--- config.mk ---
export PLATFORM = sky130hd
export DESIGN_NAME = prac_cell
export DESIGN_NICKNAME = d
export VERILOG_FILES = /design/src/rtl/core/prac_pkg.sv /design/src/rtl/core/prac_cell.sv
export SDC_FILE = /design/constraint.sdc
export NUM_CORES = 1
export LEC_CHECK = 0
export ABC_AREA = 0
export BUFFER_PORTS_ARGS = -buffer_cell sky130_fd_sc_hd__buf_2
export CORE_ASPECT_RATIO = 0.75
export CORE_MARGIN = 10
export CORE_UTILIZATION = 50
export DETAILED_ROUTE_END_ITERATION = 6
export GPL_TIMING_DRIVEN = 1
export PLACE_DENSITY_LB_ADDON = 0.08
export SYNTH_ARGS = -nofsm -noshare
export SYNTH_HDL_FRONTEND = slang
export SYNTH_SLANG_ARGS = --single-unit
--- constraint.sdc ---
create_clock -name clk -period 9.3 [get_ports clk]
set_clock_uncertainty 0.15 [all_clocks]
set_input_delay 0.93 -clock clk [delete_from_list [all_inputs] [get_ports clk]]
set_output_delay 0.93 -clock clk [all_outputs]
set_load 0.02 [all_outputs]
--- src/rtl/core/prac_pkg.sv ---
`default_nettype none
// ----------------------------------------------------------------------------
// prac_pkg: shared types and constants for point rotation about a pivot
// Fixed-point formats, CORDIC constants and the payloads passed between cells.
// ----------------------------------------------------------------------------
package prac_pkg;

    localparam int CORDIC_STEPS = 16;
    localparam int ATAN_ENTRIES = 32;
    localparam int STEP_W       = $clog2(ATAN_ENTRIES);

    localparam int COORD_W = 32;
    localparam int ANGLE_W = 16;
    localparam int DIFF_W  = COORD_W + 1;
    localparam int CS_W    = 34;
    localparam int MUL_W   = 33;
    localparam int PROD_W  = MUL_W + DIFF_W;
    localparam int SUM_W   = PROD_W + 1;
    localparam int FRAC_W  = 30;
    localparam int RES_W   = SUM_W - FRAC_W + 1;
    localparam int Z_W     = 22;

    typedef logic signed [COORD_W-1:0] coord_t;
    typedef logic signed [ANGLE_W-1:0] angle_t;
    typedef logic signed [DIFF_W-1:0]  diff_t;
    typedef logic signed [CS_W-1:0]    cs_t;
    typedef logic signed [MUL_W-1:0]   mul_t;
    typedef logic signed [PROD_W-1:0]  prod_t;
    typedef logic signed [SUM_W-1:0]   sum_t;
    typedef logic signed [RES_W-1:0]   res_t;
    typedef logic signed [Z_W-1:0]     z_t;

    localparam z_t ANG_TWO_PI      = 22'sd411775;
    localparam z_t ANG_PI          = 22'sd205887;
    localparam z_t ANG_NEG_PI      = -22'sd205887;
    localparam z_t ANG_HALF_PI     = 22'sd102944;
    localparam z_t ANG_NEG_HALF_PI = -22'sd102944;

    localparam cs_t  GAIN_Q30  = 34'sd652032874;
    localparam sum_t ROUND_Q30 = sum_t'(1) <<< (FRAC_W - 1);

    localparam coord_t COORD_MAX = 32'sh7fffffff;
    localparam coord_t COORD_MIN = 32'sh80000000;

    localparam z_t ATAN_Q16 [ATAN_ENTRIES] = '{
        22'sd51472, 22'sd30386, 22'sd16055, 22'sd8150,
        22'sd4091,  22'sd2047,  22'sd1024,  22'sd512,
        22'sd256,   22'sd128,   22'sd64,    22'sd32,
        22'sd16,    22'sd8,     22'sd4,     22'sd2,
        22'sd1,     22'sd0,     22'sd0,     22'sd0,
        22'sd0,     22'sd0,     22'sd0,     22'sd0,
        22'sd0,     22'sd0,     22'sd0,     22'sd0,
        22'sd0,     22'sd0,     22'sd0,     22'sd0
    };

    typedef struct packed {
        coord_t point_x;
        coord_t point_y;
        coord_t pivot_x;
        coord_t pivot_y;
        angle_t angle;
    } point_t;

    typedef struct packed {
        cs_t    x;
        cs_t    y;
        z_t     z;
        logic   flip;
        diff_t  dx;
        diff_t  dy;
        coord_t cx;
        coord_t cy;
    } cordic_t;

    typedef struct packed {
        coord_t rotated_x;
        coord_t rotated_y;
        logic   saturated;
    } result_t;

endpackage
`default_nettype wire

--- src/rtl/core/prac_cell.sv ---
`default_nettype none
// ----------------------------------------------------------------------------
// prac_cell: one CORDIC rotation step
// Rotates the vector by +/- atan(2^-step) and passes the item to the next cell.
// ----------------------------------------------------------------------------
module prac_cell (
    input  wire logic                          clk,
    input  wire logic                          rst_n,
    input  wire logic [prac_pkg::STEP_W-1:0]   step,
    input  wire logic                          up_valid,
    output logic                               up_ready,
    input  wire prac_pkg::cordic_t             up_data,
    output logic                               down_valid,
    input  wire logic                          down_ready,
    output prac_pkg::cordic_t                  down_data
);

    logic              valid_reg;
    prac_pkg::cordic_t data_reg;
    prac_pkg::cordic_t data_next;
    prac_pkg::cs_t     xs;
    prac_pkg::cs_t     ys;

    assign up_ready   = !valid_reg || down_ready;
    assign down_valid = valid_reg;
    assign down_data  = data_reg;

    always_comb
    begin
        xs        = up_data.x >>> step;
        ys        = up_data.y >>> step;
        data_next = up_data;
        if (!up_data.z[prac_pkg::Z_W-1])
        begin
            data_next.x = up_data.x - ys;
            data_next.y = up_data.y + xs;
            data_next.z = up_data.z - prac_pkg::ATAN_Q16[step];
        end
        else
        begin
            data_next.x = up_data.x + ys;
            data_next.y = up_data.y - xs;
            data_next.z = up_data.z + prac_pkg::ATAN_Q16[step];
        end
    end

    always_ff @(posedge clk or negedge rst_n)
    begin
        if (!rst_n)
            valid_reg <= 1'b0;
        else if (up_ready)
            valid_reg <= up_valid;
    end

    always_ff @(posedge clk)
    begin
        if (up_ready && up_valid)
            data_reg <= data_next;
    end

endmodule
`default_nettype wire

# Word level (Yosys, flattened, before mapping)
# Memories as Yosys holds them, arrays and structs flattened.
# Index checks and enable logic that the tools add are counted.
[word_totals] register_bits=222 romBits=704 inputBits=230 out_inout_bits=223 mem_count=1
[memory_table] memory="(name not given)" words=32 width=22 read_ports=1 rd_clocked_by_memory_dff=0 wr=0 line="prac_cell.sv:43" rtl="data_next.z = up_data.z + prac_pkg::ATAN_Q16[step];"
[op_classes] n_addsub=6 magnitude_cmp=1 shift=2 n_mux=3 n_bitwise=1 reduce_logical=3
[ops] operator="$mux W90" count=1
[ops] operator="$add A34 B34 Y34" count=2
[ops] operator="$sshr A34 B5 Y34" count=2
[ops] operator="$sub A34 B34 Y34" count=2
[ops] operator="$mux W22" count=2
[ops] operator="$add A22 B22 Y22" count=1
[ops] operator="$sub A22 B22 Y22" count=1
[ops] operator="$ge A6 B6 Y1 const B" count=1
[ops] operator="$not A5 Y6" count=1
[ops] operator="$logic_and A1 B1 Y1" count=1
[ops] operator="$logic_not A1 Y1" count=1
[ops] operator="$logic_or A1 B1 Y1" count=1

# Depth between registers and ports, before layout
# Gate-level depths: netlist of run 1.
[logic_depth] depth_word=6 mapped_depth=27

# Least setup slack after synthesis of run 1
# Ideal clock, no wire load.
[synth_path] path_kind="input to register" from="input down_ready" to="register data_reg (netlist bit down_data[0]), enable pin" setup_ns=0.608 t_arrival_ns=6.257 slack_ns=2.285 cell_stages=2 n_path_buf=0 path_cell_list="nand2b_1 and2_1"
[synth_between] elab_chain_len=2
[synth_lines] element="from (decl)" line="prac_cell.sv:14" rtl="input wire logic down_ready,"
[synth_lines] element="$logic_or A1 B1 Y1" line="prac_cell.sv:24" rtl="assign up_ready = !valid_reg || down_ready;"
[synth_lines] element="$logic_and A1 B1 Y1" line="prac_cell.sv:57" rtl="if (up_ready && up_valid)"
[synth_lines] element="to (signal assigned)" line="prac_cell.sv:58" rtl="data_reg <= data_next;"
[synth_lines] element="to (decl)" line="prac_cell.sv:19" rtl="prac_pkg::cordic_t data_reg;"
# Every way passes these cells.
# A chain may end at the register's enable or synchronous reset.

==> results.yml, run 1 <==
outcome:
  status: "completed"
final_layout:
  final_common_cell: "buf_2"
  final_cell_mix: "buf_2 (450), edfxtp_1 (221), a21oi_1 (135)"
  nNetsFinal: 2350
  drive_gt1_share_pct: 31.5
  multi_input_area_sq_um: 10200
  fillers: 2946
  seqCellArea_sq_um: 6660
  area_growth_pct: 19.4
run:
  maxCapViolations: 0
pwr:
  p_total_uw: 3680
  ir_drop_mv: 0.214
  leakagePower_uw: 0.00868
  powerDensity_nw_per_um2: 177
timing:
  layout_setup_ws_ns: 1.74
  slew_violations: 0
  setup_violations: 0
  fin_tns_setup_ns: 0
  hold_violations: 0
  fmax_mhz: 132
  max_slew_margin_pct: 36.7
  finalCritPeriodShare_pct: 81.3
  period_needed_ns: 7.56
  rsz0062_at_grt: "no"
  worst_pin_slew_ns: 0.948
routing:
  drt_wl_total_mm: 60.8
  wl_per_cell_um: 24.4
  vias_per_cell: 6.14
  first_pass_iters: 6
  initialDrtViolationCount: 1703
  vias: 15295
  drc: 0
  ant_nets: 0
logic_synthesis:
  synthAdderAreaFrac_pct: 7.33
  synth_xor_area_share_pct: 7.56
  yosysUniqueCellTypes: 82
  ys_warn_count: 0
  synth_top_family_by_area: "compound AO/OA/AOI/OAI gates"
  async_flop_share_pct: 0.450
  synth-compound-area-share_pct: 16.8
  syn_nets: 1930
  ys_ff_latch: 222
  synth_enable_flop_cells: 221
  synth_flop_cell: "edfxtp_1"
  syn_area_sq_um: 17400
  synthMuxAreaShare_pct: 15.6
  synth_simple_gate_area_share_pct: 11.1
  yosysSeqAreaShare_pct: 38.3
  syn_inst: 1600
  synth.avg_cell_area_sq_um: 10.9
global_route:
  grt_pass1_wl_mm: 91.7
  grt_start_max_net_pins: 75
  grt_overflow: 0
  grt_use_total_pct: 27.1
  antenna_found_initial: 3
  grt_pass1_vias: 14815
worst_setup_path:
  max_stage_delay_ns: 0.66
  end_kind: "flop"
  cp.arrival_ns: 7.70
  crit_path_cell_trace: "buf_4, mux4_2, mux2i_1, o22ai_1, a221oi_1, and2_1, nand4_1, nor3_1, a21oi_1, xor2_1, o21ai_0, ha_1, and3_1, and4_1, o211ai_1, nand2_1, o41ai_1, o21ai_0, nor4_1, nor2_1, a211o_1"
  crit_slowest_cell: "buf_4"
  cp_data_required_time_ns: 9.44
  cp_common_cell: "o21ai_0"
  crit_path_start_kind: "input pin"
  path_max_fanout: 54
  critPathKind: "input pin to flop"
cts:
  clock-sinks: 222
  post_cts_buffers: 0
  clock_latency_ns: 0.54
  clockRootBuffer: "clkbuf_16"
  post_cts_resized: 0
  clkTransAtPathRegs_ns: 0.05
  cts_made_buffers: 23
  ctsLongestPathBuffers: 3
  h-tree-depth: 1
  cts_tree: "done"
  holdBufCountCts: 1
placed_design:
  dp_hpwl_mm: 47.9
  dp_slack_ns: 1.33
  port_buffers: 452
  place.gp.congestion: 0.967
floorplan:
  die_w_um: 235
  rows: 59
  coreArea_sq_um: 34500
  dieArea_sq_um: 42700
  ioPinCount: 453
  die_y_um: 181
  start_util_pct: 50.4
worst_hold_path:
  hold_path_class: "flop to flop"
[through the flow]
stage,cell area (sq um),utilization (%),instances,hold slack (ns)
after global routing,20800,60.2,2492,0.376
after detailed placement,20000,58.0,2451,0.370
after floorplan,17400,-,1600,0.484
final,20800,60.2,2493,0.389
after global placement,20000,58.0,2451,0.354
after CTS,20800,60.2,2492,0.374
[synthesized netlist by cell type (22+ instances only)]
master | instances | share of area, %
a21o_1 | 32 | 1.4
a21oi_1 | 135 | 3.9
a31oi_1 | 30 | 1.1
clkbuf_1 | 34 | 0.73
edfxtp_1 | 221 | 38
ha_1 | 97 | 7.0
inv_1 | 41 | 0.89
mux2_2 | 25 | 1.6
mux2i_1 | 63 | 3.6
mux4_2 | 80 | 10
nand2_1 | 106 | 2.3
nand2b_1 | 22 | 0.79
nand3_1 | 26 | 0.75
nor2_1 | 110 | 2.4
nor3_1 | 23 | 0.66
o21a_1 | 23 | 0.99
o21ai_0 | 69 | 2.0
xnor2_1 | 92 | 4.6
xor2_1 | 58 | 2.9
[worst max-delay path: cells and delay by family]
kind | cells | cell delay, ns
AO/OA/AOI/OAI | 8 | 2.33
AND/OR/NAND/NOR | 8 | 2.18
multiplexers | 2 | 1.04
buffers and inverters | 1 | 0.66
adder cells (fa/ha/maj) | 1 | 0.31
XOR/XNOR | 1 | 0.17
[metal layers]
metal / part of all wire (%) / vias up / GRT usage [%]
met5: 0.043 / - / 0
met4: 1.8 / 4 / 5.32
met3: 9.6 / 83 / 6.53
met2: 46 / 794 / 42.6
met1: 43 / 7391 / 37.7
li1: - / 7023 / -
[final cells by class]
cell class / count / share of cell area [%]
clock buffers: 26 / 2.83
well taps: 457 / 2.76
inverters: 43 / 0.778
diodes: 1 / 0.0121
flip-flops and latches: 222 / 32.1
clock inverters: 14 / 0.754
repair buffers: 476 / 11.8
multi-input cells: 1254 / 49.0
[registers in the layout, summed over array words and instances (netlist names)]
signal      cells
down_data     221
down_valid      1
[logic make-up (layout without fill, tap and decap cells)]
group	count (synthesis)	count (layout)
flip-flops	222	222
other	0	1
adder cells (fa/ha/maj)	100	100
multiplexers	168	168
AND/OR/NAND/NOR	389	389
buffers and inverters	124	559
AO/OA/AOI/OAI	447	447
XOR/XNOR	150	150
[report_power, final]
group	switching, uW	internal [uW]
registers	24.1	1270
clock network	384	537
logic	893	569
[final timing paths]
path,start,endpoint,slack [ns],cells past startpoint
setup / recovery,step[0],down_data[185],1.74,21
hold / removal,down_valid,down_valid,0.39,2
setup reg to reg,down_valid,down_data[84],6.41,4
hold reg to reg,down_valid,down_valid,0.39,2
max in group asynchronous,rst_n,down_valid,8.34,2
min in group asynchronous,rst_n,down_valid,0.58,2
(Power assumes the default switching activity.)
==> inputs of run 2 (changes only) <==
==> constraint.sdc (replaced) <==
create_clock -name clk -period 7.65 [get_ports clk]
set_clock_uncertainty 0.15 [all_clocks]
set_input_delay 0.765 -clock clk [delete_from_list [all_inputs] [get_ports clk]]
set_output_delay 0.765 -clock clk [all_outputs]
set_load 0.02 [all_outputs]
==> run 2 against run 1 <==
Net effect:
- register-to-register slack lost 1.4 ns
- non-clock buffer count grew 22
- worst hold slack lost 0.15 ns
- critical path depth grew 1
- count of clock-buffer cells in the layout grew 5
- largest power group unchanged
- sequential share of layout area shrank 0.23 points
==> results.yml, run 2 (same netlist as run 1, synthesis figures left out) <==
outcome:
  status: "completed"
cts:
  clock_latency_ns: 0.54
  post_cts_buffers: 0
  h-tree-depth: 1
  clock-sinks: 222
  cts_made_buffers: 23
  cts_tree: "done"
  clockRootBuffer: "clkbuf_16"
  clkTransAtPathRegs_ns: 0.06
  ctsLongestPathBuffers: 3
timing:
  worst_pin_slew_ns: 0.941
  slew_violations: 0
  max_slew_margin_pct: 37.3
  finalCritPeriodShare_pct: 86.1
  hold_ws_ns: 0.234
  layout_setup_ws_ns: 1.06
  fmax_mhz: 152
  period_needed_ns: 6.59
  hold_violations: 0
  fin_tns_setup_ns: 0
  setup_violations: 0
  rsz0062_at_grt: "no"
final_layout:
  layout.cells.non_filler: 2516
  fillers: 2941
  final_cell_mix: "buf_2 (450), edfxtp_1 (221), a21oi_1 (135)"
  area_growth_pct: 20.3
  fin_util_pct: 60.6
  drive_gt1_share_pct: 32.1
  largest_register_ffs: 221
  nNetsFinal: 2372
  final_common_cell: "buf_2"
pwr:
  power_frac_clock_pct: 23.9
  pwr-share-comb_pct: 40.4
  internal-power_uw: 2840
  ir_drop_mv: 0.247
  leakagePower_uw: 0.00876
  p_switching_uw: 1570
  switching_share_pct: 35.6
  seqPwrFrac_pct: 35.7
  powerDensity_nw_per_um2: 211
worst_setup_path:
  cpLargestDelayFamily: "simple AND/OR/NAND/NOR gates"
  cp.arrival_ns: 6.73
  r2r_start: "down_valid"
  cp_common_cell: "nor2_1"
  max_stage_delay_ns: 0.61
  timing.rr.end: "down_data[2]"
  end_kind: "flop"
  crit_slowest_cell: "mux4_2"
  path_max_fanout: 50
  path_buf_inv: 2
  crit_path_cell_trace: "buf_4, buf_12, mux4_2, mux2i_1, o22ai_1, or3_4, nor4_4, or4b_4, nor3_1, nor2_1, xnor2_1, ha_1, nor3_1, nor2_1, o41ai_1, o21ai_0, nor2_1, o211ai_1, a21boi_0, o21ai_0, a31oi_1, xnor2_1"
  ff2ff_path_depth: 3
  cp_data_required_time_ns: 7.79
  critPathKind: "input pin to flop"
  crit_path_start_kind: "input pin"
  rrSetupSlack_ns: 5.01
floorplan:
  die_y_um: 181
  ioPinCount: 453
  die_w_um: 235
  dieArea_sq_um: 42700
  rows: 59
  start_util_pct: 50.4
  coreArea_sq_um: 34500
global_route:
  grt_pass1_wl_mm: 91.6
  grt_use_total_pct: 27.0
  grt_overflow: 0
  grt_pass1_vias: 15130
  antenna_found_initial: 2
  grt_start_max_net_pins: 75
routing:
  first_pass_iters: 5
  ant_nets: 0
  drt_wl_total_mm: 60.5
  vias_per_cell: 6.15
  wl_per_cell_um: 24.0
  vias: 15468
  drc: 0
  initialDrtViolationCount: 1772
worst_hold_path:
  hold_depth: 1
  hold_start: "up_data[89]"
  hold_path_class: "input pin to flop"
  min_to: "down_data[89]"
placed_design:
  place.gp.congestion: 1.01
  dp_slack_ns: 0.673
  port_buffers: 452
  dp_hpwl_mm: 48.4
  dp.cells: 2473
run:
  maxCapViolations: 0
-- run 2: layout make-up --
type,instances,area (sq um),area share (%)
multi-input combinational,1254,10200,48.6
inverter,43,161,0.772
antenna,2,5.00,0.0239
timing repair buffer,498,2650,12.7
clock inverter,9,81.3,0.389
clock buffer,31,606,2.90
tap,457,572,2.74
sequential,222,6660,31.9
-- run 2: power groups by stage --
| stage | Combinational (uW) | Clock (uW) | Sequential (uW) |
|---|---|---|---|
| after detailed placement | 1750 | 0 | 1600 |
| after global routing | 1940 | 1130 | 1590 |
| after CTS | 1770 | 1080 | 1580 |
| after global placement | 1740 | 0 | 1600 |
| after floorplan | 1050 | 0 | 1790 |
| final | 1780 | 1050 | 1570 |
-- run 2: metal layers --
layer | GRT usage [%] | routed length, um
met4 | 5.96 | 1650
met5 | 0 | 0
met1 | 35.9 | 25000
met3 | 8.66 | 6520
met2 | 42.5 | 27300
-- run 2: repair_timing --
item / in CTS / in global routing
endpoints found under the hold margin: 1 / 0
setup endpoints to repair: 0 / 0
gates resized for setup: 0 / 0
hold buffers: 1 / 0
-- run 2: worst max-delay path by stage --
stage | from | endpoint | slack [ns] | cells after the start
2_1_floorplan | down_ready | down_data[0] | 0.80 | 2
3_3_place_gp | step[0] | down_data[220] | 0.60 | 22
6_report | step[0] | down_data[220] | 1.06 | 22
4_1_cts | step[0] | down_data[220] | 1.21 | 22
3_5_place_dp | step[0] | down_data[220] | 0.67 | 22
5_1_grt | step[0] | down_data[220] | 0.74 | 24
-- run 2: worst reg2reg max path, cell delays in order, from the launching register on --
cell      delay, ns
dfrtp_1        0.38
nand2b_1       0.13
and2_4         0.68
buf_4          0.85
-- run 2: stage by stage --
stage / instance area [sq um] / total power, uW
floorplan: 17400 / 2840
global placement: 20200 / 3340
detailed placement: 20200 / 3350
CTS: 20900 / 4420
global route: 20900 / 4660
finish: 20900 / 4410
