--- src/rtl/core/prac_pkg.sv ---
`default_nettype none
// ----------------------------------------------------------------------------
// prac_pkg: shared types and constants for point rotation about a pivot
// Fixed-point formats, CORDIC constants and the payloads passed between cells.
// ----------------------------------------------------------------------------
package prac_pkg;

    localparam int CORDIC_STEPS = 16;
    localparam int ATAN_ENTRIES = 32;
    localparam int STEP_W       = $clog2(ATAN_ENTRIES);

    localparam int COORD_W = 32;
    localparam int ANGLE_W = 16;
    localparam int DIFF_W  = COORD_W + 1;
    localparam int CS_W    = 34;
    localparam int MUL_W   = 33;
    localparam int PROD_W  = MUL_W + DIFF_W;
    localparam int SUM_W   = PROD_W + 1;
    localparam int FRAC_W  = 30;
    localparam int RES_W   = SUM_W - FRAC_W + 1;
    localparam int Z_W     = 22;

    typedef logic signed [COORD_W-1:0] coord_t;
    typedef logic signed [ANGLE_W-1:0] angle_t;
    typedef logic signed [DIFF_W-1:0]  diff_t;
    typedef logic signed [CS_W-1:0]    cs_t;
    typedef logic signed [MUL_W-1:0]   mul_t;
    typedef logic signed [PROD_W-1:0]  prod_t;
    typedef logic signed [SUM_W-1:0]   sum_t;
    typedef logic signed [RES_W-1:0]   res_t;
    typedef logic signed [Z_W-1:0]     z_t;

    localparam z_t ANG_TWO_PI      = 22'sd411775;
    localparam z_t ANG_PI          = 22'sd205887;
    localparam z_t ANG_NEG_PI      = -22'sd205887;
    localparam z_t ANG_HALF_PI     = 22'sd102944;
    localparam z_t ANG_NEG_HALF_PI = -22'sd102944;

    localparam cs_t  GAIN_Q30  = 34'sd652032874;
    localparam sum_t ROUND_Q30 = sum_t'(1) <<< (FRAC_W - 1);

    localparam coord_t COORD_MAX = 32'sh7fffffff;
    localparam coord_t COORD_MIN = 32'sh80000000;

    localparam z_t ATAN_Q16 [ATAN_ENTRIES] = '{
        22'sd51472, 22'sd30386, 22'sd16055, 22'sd8150,
        22'sd4091,  22'sd2047,  22'sd1024,  22'sd512,
        22'sd256,   22'sd128,   22'sd64,    22'sd32,
        22'sd16,    22'sd8,     22'sd4,     22'sd2,
        22'sd1,     22'sd0,     22'sd0,     22'sd0,
        22'sd0,     22'sd0,     22'sd0,     22'sd0,
        22'sd0,     22'sd0,     22'sd0,     22'sd0,
        22'sd0,     22'sd0,     22'sd0,     22'sd0
    };

    typedef struct packed {
        coord_t point_x;
        coord_t point_y;
        coord_t pivot_x;
        coord_t pivot_y;
        angle_t angle;
    } point_t;

    typedef struct packed {
        cs_t    x;
        cs_t    y;
        z_t     z;
        logic   flip;
        diff_t  dx;
        diff_t  dy;
        coord_t cx;
        coord_t cy;
    } cordic_t;

    typedef struct packed {
        coord_t rotated_x;
        coord_t rotated_y;
        logic   saturated;
    } result_t;

endpackage
`default_nettype wire

--- src/rtl/core/prac_reduce.sv ---
`default_nettype none
// ----------------------------------------------------------------------------
// prac_reduce: angle reduction and offset stage
// Folds the angle into [-pi/2, pi/2], forms the offsets from the pivot and
// seeds the CORDIC vector.
// ----------------------------------------------------------------------------
module prac_reduce (
    input  wire logic              clk,
    input  wire logic              rst_n,
    input  wire logic              up_valid,
    output logic                   up_ready,
    input  wire prac_pkg::point_t  up_data,
    output logic                   down_valid,
    input  wire logic              down_ready,
    output prac_pkg::cordic_t      down_data
);

    logic              valid_reg;
    prac_pkg::cordic_t data_reg;
    prac_pkg::cordic_t data_next;
    prac_pkg::z_t      a0;
    prac_pkg::z_t      a1;
    prac_pkg::z_t      a2;

    assign up_ready   = !valid_reg || down_ready;
    assign down_valid = valid_reg;
    assign down_data  = data_reg;

    always_comb
    begin
        a0 = {{(prac_pkg::Z_W - prac_pkg::ANGLE_W - 4){up_data.angle[prac_pkg::ANGLE_W-1]}},
              up_data.angle, 4'b0000};
        a1 = (a0 > prac_pkg::ANG_PI) ? a0 - prac_pkg::ANG_TWO_PI : a0;
        a2 = (a1 < prac_pkg::ANG_NEG_PI) ? a1 + prac_pkg::ANG_TWO_PI : a1;

        data_next.x    = prac_pkg::GAIN_Q30;
        data_next.y    = '0;
        data_next.flip = 1'b0;
        data_next.z    = a2;
        if (a2 > prac_pkg::ANG_HALF_PI)
        begin
            data_next.z    = a2 - prac_pkg::ANG_PI;
            data_next.flip = 1'b1;
        end
        else if (a2 < prac_pkg::ANG_NEG_HALF_PI)
        begin
            data_next.z    = a2 + prac_pkg::ANG_PI;
            data_next.flip = 1'b1;
        end
        data_next.dx = prac_pkg::diff_t'(up_data.point_x) - prac_pkg::diff_t'(up_data.pivot_x);
        data_next.dy = prac_pkg::diff_t'(up_data.point_y) - prac_pkg::diff_t'(up_data.pivot_y);
        data_next.cx = up_data.pivot_x;
        data_next.cy = up_data.pivot_y;
    end

    always_ff @(posedge clk or negedge rst_n)
    begin
        if (!rst_n)
            valid_reg <= 1'b0;
        else if (up_ready)
            valid_reg <= up_valid;
    end

    always_ff @(posedge clk)
    begin
        if (up_ready && up_valid)
            data_reg <= data_next;
    end

    a_z_folded: assert property (@(posedge clk) disable iff (!rst_n)
        valid_reg |-> (data_reg.z <= prac_pkg::ANG_HALF_PI &&
                       data_reg.z >= prac_pkg::ANG_NEG_HALF_PI))
        else $error("reduced angle outside half pi");

endmodule
`default_nettype wire

--- config.mk ---
export PLATFORM = sky130hd
export DESIGN_NAME = prac_reduce
export DESIGN_NICKNAME = d
export VERILOG_FILES = /design/src/rtl/core/prac_pkg.sv /design/src/rtl/core/prac_reduce.sv
export SDC_FILE = /design/constraint.sdc
export NUM_CORES = 1
export LEC_CHECK = 0
export BUFFER_PORTS_ARGS = -buffer_cell sky130_fd_sc_hd__buf_2
export CAP_MARGIN = 15
export CORE_MARGIN = 1.5
export CORE_UTILIZATION = 30
export CTS_CLUSTER_SIZE = 8
export DETAILED_ROUTE_END_ITERATION = 10
export GPL_TIMING_DRIVEN = 0
export PLACE_DENSITY = 0.62
export SYNTH_ARGS = -nofsm -noshare
export SYNTH_HDL_FRONTEND = slang
export SYNTH_SLANG_ARGS = --single-unit
--- constraint.sdc ---
create_clock -name clk -period 7.3 [get_ports clk]
set_input_delay 0.73 -clock clk [delete_from_list [all_inputs] [get_ports clk]]
set_output_delay 0.73 -clock clk [all_outputs]
set_load 0.005 [all_outputs]
# ---- Word-level counts from Yosys, hierarchy flattened
# Index checks and enable logic that the tools add are counted.
dict set report word_totals {
  register_bits 154
  out_inout_bits 223
}
dict set report classes {
  n_addsub 6
  n_lt_le_gt_ge 4
  muxes 4
  reduce_logical 3
}
# op n
set ops {}
lappend ops {{32-bit by 32-bit subtractor with 33-bit output} 2}
lappend ops {{23-bit 2-to-1 mux} 2}
lappend ops {{22-bit 2-to-1 mux} 2}
lappend ops {{22-bit by 19-bit adder with 22-bit output (second input constant)} 1}
lappend ops {{22-bit by 20-bit adder with 22-bit output (second input constant)} 1}
lappend ops {{22-bit by 18-bit > comparator with 1-bit output (second input constant)} 1}
lappend ops {{22-bit by 18-bit less-than comparator with 1-bit output (second input constant)} 1}
lappend ops {{22-bit by 19-bit less-than comparator with 1-bit output (second input constant)} 1}
lappend ops {{22-bit by 19-bit subtractor with 22-bit output (second input constant)} 1}
lappend ops {{20-bit by 20-bit subtractor with 21-bit output (second input constant)} 1}
lappend ops {{20-bit by 19-bit > comparator with 1-bit output (second input constant)} 1}
lappend ops {{1-bit logical AND} 1}
lappend ops {{1-bit zero test} 1}
lappend ops {{1-bit logical OR} 1}

# ---- Depth between registers and ports, before layout
# Gate-level depths: netlist of run 1.
dict set report depth {
  word_depth 7
  depth_mapped 21
  ltp_nobuf 16
}

# ---- Least setup slack after synthesis of run 1
# Ideal clock, no wire load.
dict set report synth_timing {
  path_type {input-to-reg}
  startpoint {input up_data[4] in the netlist's numbering}
  endpoint {register data_reg, in the netlist down_data[132] (data pin)}
  arrival_ps 4832
  required_time_ps 7040
  setup_slack_ps 2208
  cell_stages 20
  n_path_buf 5
  cell_sequence {clkbuf_1 -> inv_1 -> ha_1 -> or3b_1 -> a211oi_1 -> o21ai_0 -> a22oi_1 -> nand3b_1 -> o22ai_1 -> buf_6 -> clkbuf_1 -> inv_1 -> ha_1 -> clkbuf_1 -> and2_4 -> o21ai_1 -> o31ai_1 -> a21o_1 -> buf_2 -> mux2_2}
}
# item line_no
set synth_rtl {}
lappend synth_rtl {{from (decl)} prac_reduce.sv:12} ;# input wire prac_pkg::point_t up_data,
lappend synth_rtl {{to (signal assigned)} prac_reduce.sv:67} ;# data_reg <= data_next;
lappend synth_rtl {{to (decl)} prac_reduce.sv:19} ;# prac_pkg::cordic_t data_reg;

==> results of run 1 <==
routing by layer:
layer | vias up | track usage | part of all wire
met1 | 4243 | 0.1667 | 0.39
met5 | - | 0 | 0
met3 | 35 | 0.03051 | 0.066
li1 | 4509 | - | -
met4 | 0 | 0.05559 | 0.020
met2 | 340 | 0.2795 | 0.52
synthesized netlist by cell type, types with 8 or more instances:
| master | instances |
|---|---|
| a21oi_1 | 61 |
| o22ai_1 | 11 |
| and3_1 | 9 |
| buf_4 | 70 |
| o21ai_0 | 42 |
| o211ai_1 | 10 |
| inv_1 | 101 |
| edfxtp_1 | 152 |
| a211oi_1 | 14 |
| nand2b_1 | 14 |
| o21bai_1 | 8 |
| nand3_1 | 18 |
| nor3_1 | 12 |
| nand4_1 | 9 |
| clkbuf_1 | 16 |
| and2_1 | 8 |
| ha_1 | 70 |
| nor2_1 | 68 |
| o21a_1 | 21 |
| xor2_1 | 22 |
| or3_1 | 8 |
| nor2b_1 | 17 |
| xnor2_1 | 66 |
| nand2_1 | 67 |
| a21o_1 | 21 |
registers in the layout, summed over array words and instances, names as in the netlist:
signal,cells
down_data,152
down_valid,1
layout make-up:
type | count | area [um2]
buffer | 95 | 646.9
sequential | 153 | 4589
fill | 3447 | 21160
clock inverter | 14 | 143.9
tap | 455 | 569.3
multi-input combinational | 778 | 5324
inverter | 102 | 382.9
timing repair buffer | 300 | 1546
clock buffer | 18 | 429.2
antenna | 4 | 10.01
worst reg2reg max path: stages, from the launching register on:
cell and delay (ns):
dfrtp_1 0.38, nand2b_1 0.12, and2_4 0.60, buf_16 0.33, buf_16 0.29
per-stage QoR:
step	hold WS, ns	std cells
CTS	0.04003	1915
finish	0.06281	1919
global route	0.04268	1919
detailed placement	0.5082	1883
global placement	0.5057	1881
floorplan	0.4344	1128
power groups by stage:
stage               logic [mW]  clock network (mW)  registers (mW)
finish                   0.834               0.879            1.11
global route             0.918               0.936            1.12
CTS                      0.837               0.904            1.12
detailed placement       0.833                   0            1.13
global placement         0.816                   0            1.14
floorplan                0.537                   0            1.15
worst min-delay path by stage:
| stage | from | end | slack [ns] | cells after the start |
|---|---|---|---|---|
| after floorplan | rst_n | down_valid | 0.43 | 0 |
| after global placement | rst_n | down_valid | 0.51 | 1 |
| after detailed placement | rst_n | down_valid | 0.51 | 1 |
| after CTS | rst_n | down_valid | 0.04 | 1 |
| after global routing | rst_n | down_valid | 0.04 | 1 |
| final | rst_n | down_valid | 0.06 | 1 |
cells by family (layout without fill, tap and decap cells):
logic type | Yosys count | in the layout | share of synthesized area
fa+ha+maj | 72 | 72 | 0.08565
buf+inv | 197 | 529 | 0.09630
flops | 153 | 153 | 0.4292
mux | 8 | 8 | 0.008074
xor+xnor | 90 | 90 | 0.07512
compound gates | 283 | 283 | 0.1858
simple gates | 257 | 257 | 0.1191
other cells | 2 | 72 | 0.0007023
==> flow_summary_export.csv, run 1 <==
group,metric,value,unit
cells_and_area,final_common_cell,"buf_2",
timing,setup_tns,0,ns
global_routing,grt-ovfl-total,0,
cells_and_area,mostFrequentLayoutCells,"302 x buf_2, 152 x edfxtp_1, 101 x inv_1",
setup_path,r2r-end,"down_data[88]",
setup_path,ff2ff_path_depth,4,
power,clock_power_share,0.311,
power,finalPower,2.827,mW
setup_path,endpoint_kind,"flop",
cts,h-tree-depth,4,
setup_path,slowest_delay,0.46,ns
global_routing,grtUsageTotal,0.1501,
route,drtIter0Drc,375,
power,internal_power,1.957,mW
setup_path,path_common_cell,"clkbuf_1",
place,place_hpwl,24.25,mm
power,max-vdd-ir-drop,0.1813,mV
power,power_frac_seq,0.394,
timing,rsz0062_at_grt,"false",
setup_path,reg2reg_from,"down_valid",
power,combPwrFrac,0.295,
place,io_buffer_count,298,
timing,tightestPinTransition,0.7374,ns
global_routing,grt_pass1_wl,42.90,mm
setup_path,worstPathRequired,7.44,ns
cells_and_area,final_util,0.3920,
route,avgRoutedWirePerCell,15.41,um
floorplan,dieArea,36780,um2
timing,period_needed,5.962,ns
logic_synthesis,netlist_area,10690,um2
logic_synthesis,synth_seq_area_share,0.4292,
floorplan,die_h,191.8,um
timing,finalHoldViolations,0,
logic_synthesis,synth_edf_count,152,
route,drc,0,
logic_synthesis,synth_area_leaders,"edfxtp_1 43%, ha_1 8.2%, xnor2_1 5.4%",
timing,setup_ws,1.338,ns
logic_synthesis,avgSynthCellArea,10.07,um2
min_path,hp-class,"input port to asynchronous set/reset pin",
setup_path,critPathSlowestCell,"or3b_1",
setup_path,crit_arrival,6.10,ns
place,place_area,13060,um2
cells_and_area,syn_to_final_growth,27.58,%
setup_path,cp_max_fo,11,
cts,cts_buffer_depth,2,
timing,slew_viol_final,0,
cts,tritoncts,"yes",
global_routing,antenna_found_initial,5,
timing,skew,0.008237,ns
logic_synthesis,synth.distinct_cells,87,
cts,hold_buffers,0,
logic_synthesis,yosys_warnings,0,
power,power_density,207.2,nW/um2
cells_and_area,final_area,13640,um2
power,power_switching,0.8702,mW
logic_synthesis,yosysTopAreaCell,"edfxtp_1",
cts,ctsResizeCount,0,
setup_path,reg2reg_slack,5.20,ns
floorplan,io_pins,371,
floorplan,start_util,0.3073,
setup_path,crit_end,"down_data[152]",
floorplan,die_width,191.8,um
run_status,outcome,"completed",
logic_synthesis,synth-async-reset-ratio,0.006536,
floorplan,fp-row-count,68,
cells_and_area,drive_above_1_share,0.2945,
global_routing,grt_start_max_net_pins,56,
power,p_leak,6.072,nW
cts,cts_sinks,153,
route,antenna_left,0,
global_routing,grt_pass1_vias,8366,
cts,postCtsSetupBuffers,0,
setup_path,critPathLaunch,"up_data[4]",
place,routabilityCongestion,0.8625,
cts,clk_latency,0.44,ns
timing,fmax,167.7,MHz
setup_path,worst-path-buf-inv,8,
timing,setup_viol,0,
logic_synthesis,synth_cells,1062,
power,swShare,0.3078,
cts,cts_root_buffer,"clkbuf_16",
timing,finalCritPeriodShare,0.8167,
cts,clk_pin_slew,0.07,ns
setup_path,worstSetupStartpointType,"input port",
route,routed_wl,29.58,mm
place,dp_slack,0.9083,ns
route,vias,9127,
setup_path,worstPathCellList,"buf_2, clkbuf_1, inv_1, ha_1, or3b_1, a211oi_1, o21ai_0, a22oi_1, nand3b_1, o22ai_1, buf_6, clkbuf_1, inv_1, ha_1, clkbuf_1, and2_4, o21ai_1, o31ai_1, a21o_1, buf_2, o21bai_1, o221ai_1",
run,drv_cap,0,
floorplan,core,34800,um2
route,firstDrtPassIters,5,
setup_path,worstSetupPathType,"input port to flop",
logic_synthesis,ys_ff_latch,153,
logic_synthesis,yosys.area.top_type_share,0.4269,
cts,cts_inserted_buffers,17,
route,routed_via_density,4.756,
timing,maxSlewHeadroom,0.5021,
cells_and_area,final_nets,1667,
logic_synthesis,ys.flop_type,"edfxtp_1",
setup_path,cp_top_family,"compound AO/OA/AOI/OAI gates",
setup_path,crit_cells,22,
Note: power is estimated with default switching activity, not from simulation.
==> inputs of run 2 (changes only) <==
--- a/config.mk
+++ b/config.mk
@@ -12,7 +12,7 @@
 export CTS_CLUSTER_SIZE = 8
 export DETAILED_ROUTE_END_ITERATION = 10
 export GPL_TIMING_DRIVEN = 0
-export PLACE_DENSITY = 0.62
+export PLACE_DENSITY = 0.63
 export SYNTH_ARGS = -nofsm -noshare
 export SYNTH_HDL_FRONTEND = slang
 export SYNTH_SLANG_ARGS = --single-unit
==> constraint.sdc (replaced) <==
create_clock -name clk -period 5 [get_ports clk]
set_input_delay 0.5 -clock clk [delete_from_list [all_inputs] [get_ports clk]]
set_output_delay 0.5 -clock clk [all_outputs]
set_load 0.005 [all_outputs]
==> flow_summary_export.csv, run 2 (same netlist as run 1, synthesis figures left out) <==
group,metric,value,unit
run_status,outcome,"completed",
power,finalPower,4.129,mW
power,combPwrFrac,0.300,
global_routing,met2_usage,0.2859,
min_path,min_path_cells,1,
cts,clk_pin_slew,0.07,ns
place,place_hpwl,24.25,mm
run,drv_cap,0,
cts,h-tree-depth,4,
timing,skew,0.009085,ns
power,swShare,0.3137,
power,internal_power,2.833,mW
route,firstDrtPassIters,7,
timing,tightestPinTransition,0.7298,ns
min_path,hp-start,"up_data[44]",
global_routing,grtUsageTotal,0.1545,
cts,clk_latency,0.44,ns
route,drc,0,
timing,slew_viol_final,0,
route,routed_via_density,4.771,
route,avgRoutedWirePerCell,15.59,um
floorplan,io_pins,371,
global_routing,grt_pass1_vias,8571,
setup_path,ff2ff_path_depth,4,
cells_and_area,final_common_cell,"buf_2",
power,clock_power_share,0.305,
min_path,hp-class,"input port to flop",
setup_path,reg2reg_slack,3.34,ns
floorplan,dieArea,36780,um2
floorplan,die_h,191.8,um
power,power_frac_seq,0.395,
min_path,min_to,"down_data[28]",
route,antenna_left,0,
global_routing,grt_start_max_net_pins,54,
setup_path,endpoint_kind,"flop",
place,placedCellCount,1884,
cells_and_area,syn_to_final_growth,28.36,%
floorplan,start_util,0.3073,
setup_path,worstPathRequired,5.17,ns
timing,period_needed,4.784,ns
place,routabilityCongestion,0.8502,
cells_and_area,drive_above_1_share,0.3055,
setup_path,r2r-end,"down_data[85]",
cells_and_area,num-fill-cells,3470,
cells_and_area,mostFrequentLayoutCells,"301 x buf_2, 152 x edfxtp_1, 100 x inv_1",
cts,cts_inserted_buffers,17,
cells_and_area,final_nets,1670,
cts,cts_root_buffer,"clkbuf_16",
global_routing,grt_busiest_layer,"met2",
global_routing,grt-ovfl-total,0,
setup_path,worstSetupPathType,"input port to flop",
global_routing,grt_pass1_wl,44.30,mm
setup_path,crit_arrival,4.96,ns
floorplan,die_width,191.8,um
timing,rsz0062_at_grt,"false",
power,power_density,300.8,nW/um2
floorplan,core,34800,um2
route,drtIter0Drc,484,
timing,fmax,209.0,MHz
cts,cts_sinks,153,
power,power_switching,1.295,mW
timing,setup_viol,0,
timing,finalHoldViolations,0,
place,io_buffer_count,298,
power,p_leak,6.126,nW
cts,tritoncts,"yes",
timing,maxSlewHeadroom,0.5099,
route,routed_wl,29.94,mm
cells_and_area,largest_reg_flops,152,
power,max-vdd-ir-drop,0.2391,mV
global_routing,use_met3,0.03124,
setup_path,worstSetupStartpointType,"input port",
global_routing,grt_util_met1,0.1731,
global_routing,antenna_found_initial,2,
timing,finalCritPeriodShare,0.9568,
setup_path,cp_max_fo,11,
cts,cts_buffer_depth,2,
setup_path,reg2reg_from,"down_valid",
floorplan,fp-row-count,68,
route,vias,9160,
cells_and_area,fin_cells,1920,
run 2: worst max-delay path, stage by stage:
cell and delay, ns:
buf_2 0.11, clkbuf_2 0.21, inv_2 0.14, ha_2 0.26, or3b_1 0.46, a211oi_1 0.28
o21ai_0 0.17, a22oi_2 0.26, nand3b_1 0.12, o22ai_2 0.22, buf_6 0.18, clkbuf_4 0.22
inv_1 0.08, ha_2 0.41, and2_4 0.17, o21ai_1 0.05, o31ai_1 0.28, a21o_1 0.23
buf_2 0.28, mux2i_1 0.21, o22ai_1 0.11
run 2: layer usage:
layer / share of wire / vias to the layer above
li1: - / 4525
met1: 0.39 / 4226
met2: 0.51 / 372
met3: 0.075 / 37
met4: 0.023 / 0
met5: 0 / -
run 2: per-stage QoR:
stage / worst slack, ns / setup TNS [ns] / instance area (um2) / util / hold WS, ns
2_1_floorplan: 0.1384 / 0 / 10940 / - / 0.2044
3_3_place_gp: -1.281 / -214.13 / 13000 / 0.3736 / 0.2761
3_5_place_dp: -1.159 / -22.94 / 13090 / 0.3761 / 0.2751
4_1_cts: 0.05468 / 0 / 13700 / 0.3936 / 0.2299
5_1_grt: 0.02507 / 0 / 13720 / 0.3944 / 0.2320
6_report: 0.2162 / 0 / 13730 / 0.3944 / 0.2515
run 2: worst max path at each step:
stage,startpoint,to,slack [ns],cells past startpoint
6_report,up_data[4],down_data[134],0.22,21
5_1_grt,up_data[4],down_data[148],0.03,20
4_1_cts,up_data[4],down_data[146],0.05,21
3_5_place_dp,up_data[4],down_data[132],-1.16,21
3_3_place_gp,down_ready,down_data[31],-1.28,3
2_1_floorplan,up_data[4],down_data[132],0.14,20
run 2: final cells by class:
class                           instances  area [um2]  share of cell area
Multi-Input combinational cell        778        5355              0.3902
Sequential cell                       153        4589              0.3344
Timing Repair Buffer                  305        1607              0.1170
Buffer                                 93       648.1             0.04722
Tap cell                              455       569.3             0.04148
Clock buffer                           17       425.4             0.03099
Inverter                              102       382.9             0.02789
Clock inverter                         15       143.9             0.01048
Antenna cell                            2       5.005           0.0003646
run 2: power by group through the flow:
| stage | clock (mW) | combinational (mW) | sequential [mW] |
|---|---|---|---|
| after floorplan | 0 | 0.784 | 1.68 |
| after global placement | 0 | 1.19 | 1.67 |
| after detailed placement | 0 | 1.22 | 1.66 |
| after CTS | 1.30 | 1.23 | 1.63 |
| after global routing | 1.35 | 1.37 | 1.64 |
| final | 1.26 | 1.24 | 1.63 |
run 2: timing repair:
action / in CTS / in global routing
pin swaps: 2 / 0
buffers inserted: 3 / 0
hold buffers: 1 / 0
resized for setup: 5 / 11
setup endpoints to repair: 22 / 22
hold endpoints to repair: 1 / 0
==> inputs of run 3 (changes only) <==
--- a/config.mk
+++ b/config.mk
@@ -7,12 +7,14 @@
 export LEC_CHECK = 0
 export BUFFER_PORTS_ARGS = -buffer_cell sky130_fd_sc_hd__buf_2
 export CAP_MARGIN = 15
+export CELL_PAD_IN_SITES_DETAIL_PLACEMENT = 0
+export CELL_PAD_IN_SITES_GLOBAL_PLACEMENT = 1
 export CORE_MARGIN = 1.5
 export CORE_UTILIZATION = 30
 export CTS_CLUSTER_SIZE = 8
 export DETAILED_ROUTE_END_ITERATION = 10
 export GPL_TIMING_DRIVEN = 0
-export PLACE_DENSITY = 0.63
+export PLACE_DENSITY = 0.78
 export SYNTH_ARGS = -nofsm -noshare
 export SYNTH_HDL_FRONTEND = slang
 export SYNTH_SLANG_ARGS = --single-unit
==> flow_summary_export.csv, run 3 (same netlist as run 1, synthesis figures left out) <==
group,metric,value,unit
run_status,outcome,"completed",
timing,skew,0.007345,ns
timing,tightestPinTransition,0.8228,ns
setup_path,worstSetupPathType,"input port to flop",
floorplan,die_width,191.8,um
cells_and_area,drive_above_1_share,0.3030,
route,routed_wl,29.55,mm
setup_path,worstSetupStartpointType,"input port",
cts,tritoncts,"yes",
timing,fmax,211.4,MHz
floorplan,start_util,0.3073,
setup_path,path_common_cell,"ha_2",
place,place_hpwl,24.32,mm
setup_path,worstPathRequired,5.17,ns
route,routed_via_density,4.681,
floorplan,io_pins,371,
power,finalPower,4.253,mW
min_path,hp-class,"input port to flop",
setup_path,worst-path-buf-inv,7,
route,drc,0,
timing,setup_viol,0,
cells_and_area,mostFrequentLayoutCells,"300 x buf_2, 152 x edfxtp_1, 100 x inv_1",
timing,finalCritPeriodShare,0.9461,
cells_and_area,syn_to_final_growth,28.69,%
timing,rsz0062_at_grt,"false",
timing,period_needed,4.731,ns
setup_path,critPathSlowestCell,"or4_1",
cells_and_area,final_nets,1669,
power,power_density,309.0,nW/um2
setup_path,cp_max_fo,11,
setup_path,cp_top_family,"compound AO/OA/AOI/OAI gates",
global_routing,grt_pass1_vias,8380,
cts,h-tree-depth,4,
global_routing,grtUsageTotal,0.1527,
global_routing,grt-ovfl-total,0,
cts,cts_inserted_buffers,17,
power,p_leak,6.140,nW
cells_and_area,final_common_cell,"buf_2",
cts,clk_latency,0.43,ns
timing,hold_slack,0.2567,ns
cells_and_area,num-fill-cells,3425,
global_routing,grt_pass1_wl,43.44,mm
cts,clk_pin_slew,0.07,ns
cts,cts_buffer_depth,2,
place,routabilityCongestion,0.8338,
setup_path,endpoint_kind,"flop",
route,antenna_left,0,
cts,cts_sinks,153,
place,io_buffer_count,298,
floorplan,fp-row-count,68,
run,drv_cap,0,
global_routing,antenna_found_initial,1,
timing,slew_viol_final,0,
route,drtIter0Drc,385,
floorplan,dieArea,36780,um2
cells_and_area,largest_reg_flops,152,
setup_path,slowest_delay,0.49,ns
route,vias,8982,
power,max-vdd-ir-drop,0.2350,mV
floorplan,core,34800,um2
setup_path,worstPathCellList,"buf_2, clkbuf_2, inv_2, ha_2, or3b_1, o21ai_0, a31oi_1, o32a_1, a21oi_1, o22ai_2, buf_6, clkbuf_4, inv_1, ha_2, and2_4, o21ai_1, o31ai_1, a21o_1, buf_4, or4_1, o211a_1",
timing,finalHoldViolations,0,
cts,cts_root_buffer,"clkbuf_16",
route,firstDrtPassIters,4,
setup_path,crit_arrival,4.90,ns
floorplan,die_h,191.8,um
global_routing,grt_start_max_net_pins,71,
timing,maxSlewHeadroom,0.4445,
route,avgRoutedWirePerCell,15.40,um
cells_and_area,final_util,0.3954,
-- run 3: worst reg2reg max path, stage by stage (launching register included) --
cell and delay (ns):
dfrtp_1 0.37, nand2b_1 0.18, and2_4 0.56, buf_16 0.40
-- run 3: worst paths after layout --
check | start | to | slack [ns] | depth (start not counted)
setup / recovery | up_data[4] | down_data[146] | 0.27 | 21
hold / removal | up_data[46] | down_data[30] | 0.26 | 1
setup reg to reg | down_valid | down_data[91] | 3.10 | 3
hold reg to reg | down_valid | down_valid | 0.62 | 2
max in group asynchronous | rst_n | down_valid | 4.53 | 2
min in group asynchronous | rst_n | down_valid | 0.38 | 2
-- run 3: repair_timing --
| action | 4_1_cts | 5_1_grt |
|---|---|---|
| pin swaps | 2 | 0 |
| hold buffers | 1 | 0 |
| setup buffers | 3 | 0 |
| gates resized for setup | 3 | 12 |
| hold endpoints to repair | 1 | 0 |
| endpoints found under the setup margin | 22 | 22 |
-- run 3: cell type report --
cell class / count / area [um2] / area share
Timing Repair Buffer: 304 / 1572 / 0.1142
Inverter: 102 / 382.9 / 0.02782
Tap cell: 455 / 569.3 / 0.04137
Multi-Input combinational cell: 778 / 5355 / 0.3892
Antenna cell: 2 / 5.005 / 0.0003637
Clock inverter: 11 / 196.4 / 0.01428
Buffer: 93 / 650.6 / 0.04728
Sequential cell: 153 / 4589 / 0.3335
Clock buffer: 21 / 440.4 / 0.03201
-- run 3: metal layers --
layer / part of all wire / track usage
met1: 0.39 / 0.1659
met2: 0.53 / 0.2956
met3: 0.059 / 0.02668
met4: 0.018 / 0.04958
met5: 0 / 0
-- run 3: through the flow --
step / cells / worst slack [ns] / TNS, ns / cell area, um2
after floorplan: 1128 / 0.1384 / 0 / 10940
after global placement: 1881 / -1.277 / -212.49 / 13000
after detailed placement: 1883 / -1.175 / -23.09 / 13050
after CTS: 1918 / 0.04317 / 0 / 13720
after global routing: 1918 / 0.04225 / 0 / 13760
final: 1919 / 0.2694 / 0 / 13760
-- run 3: power breakdown --
part           total (mW)  internal [mW]  switching (mW)
Combinational        1.23          0.537           0.690
Sequential           1.63           1.60          0.0291
Clock                1.40          0.888           0.512
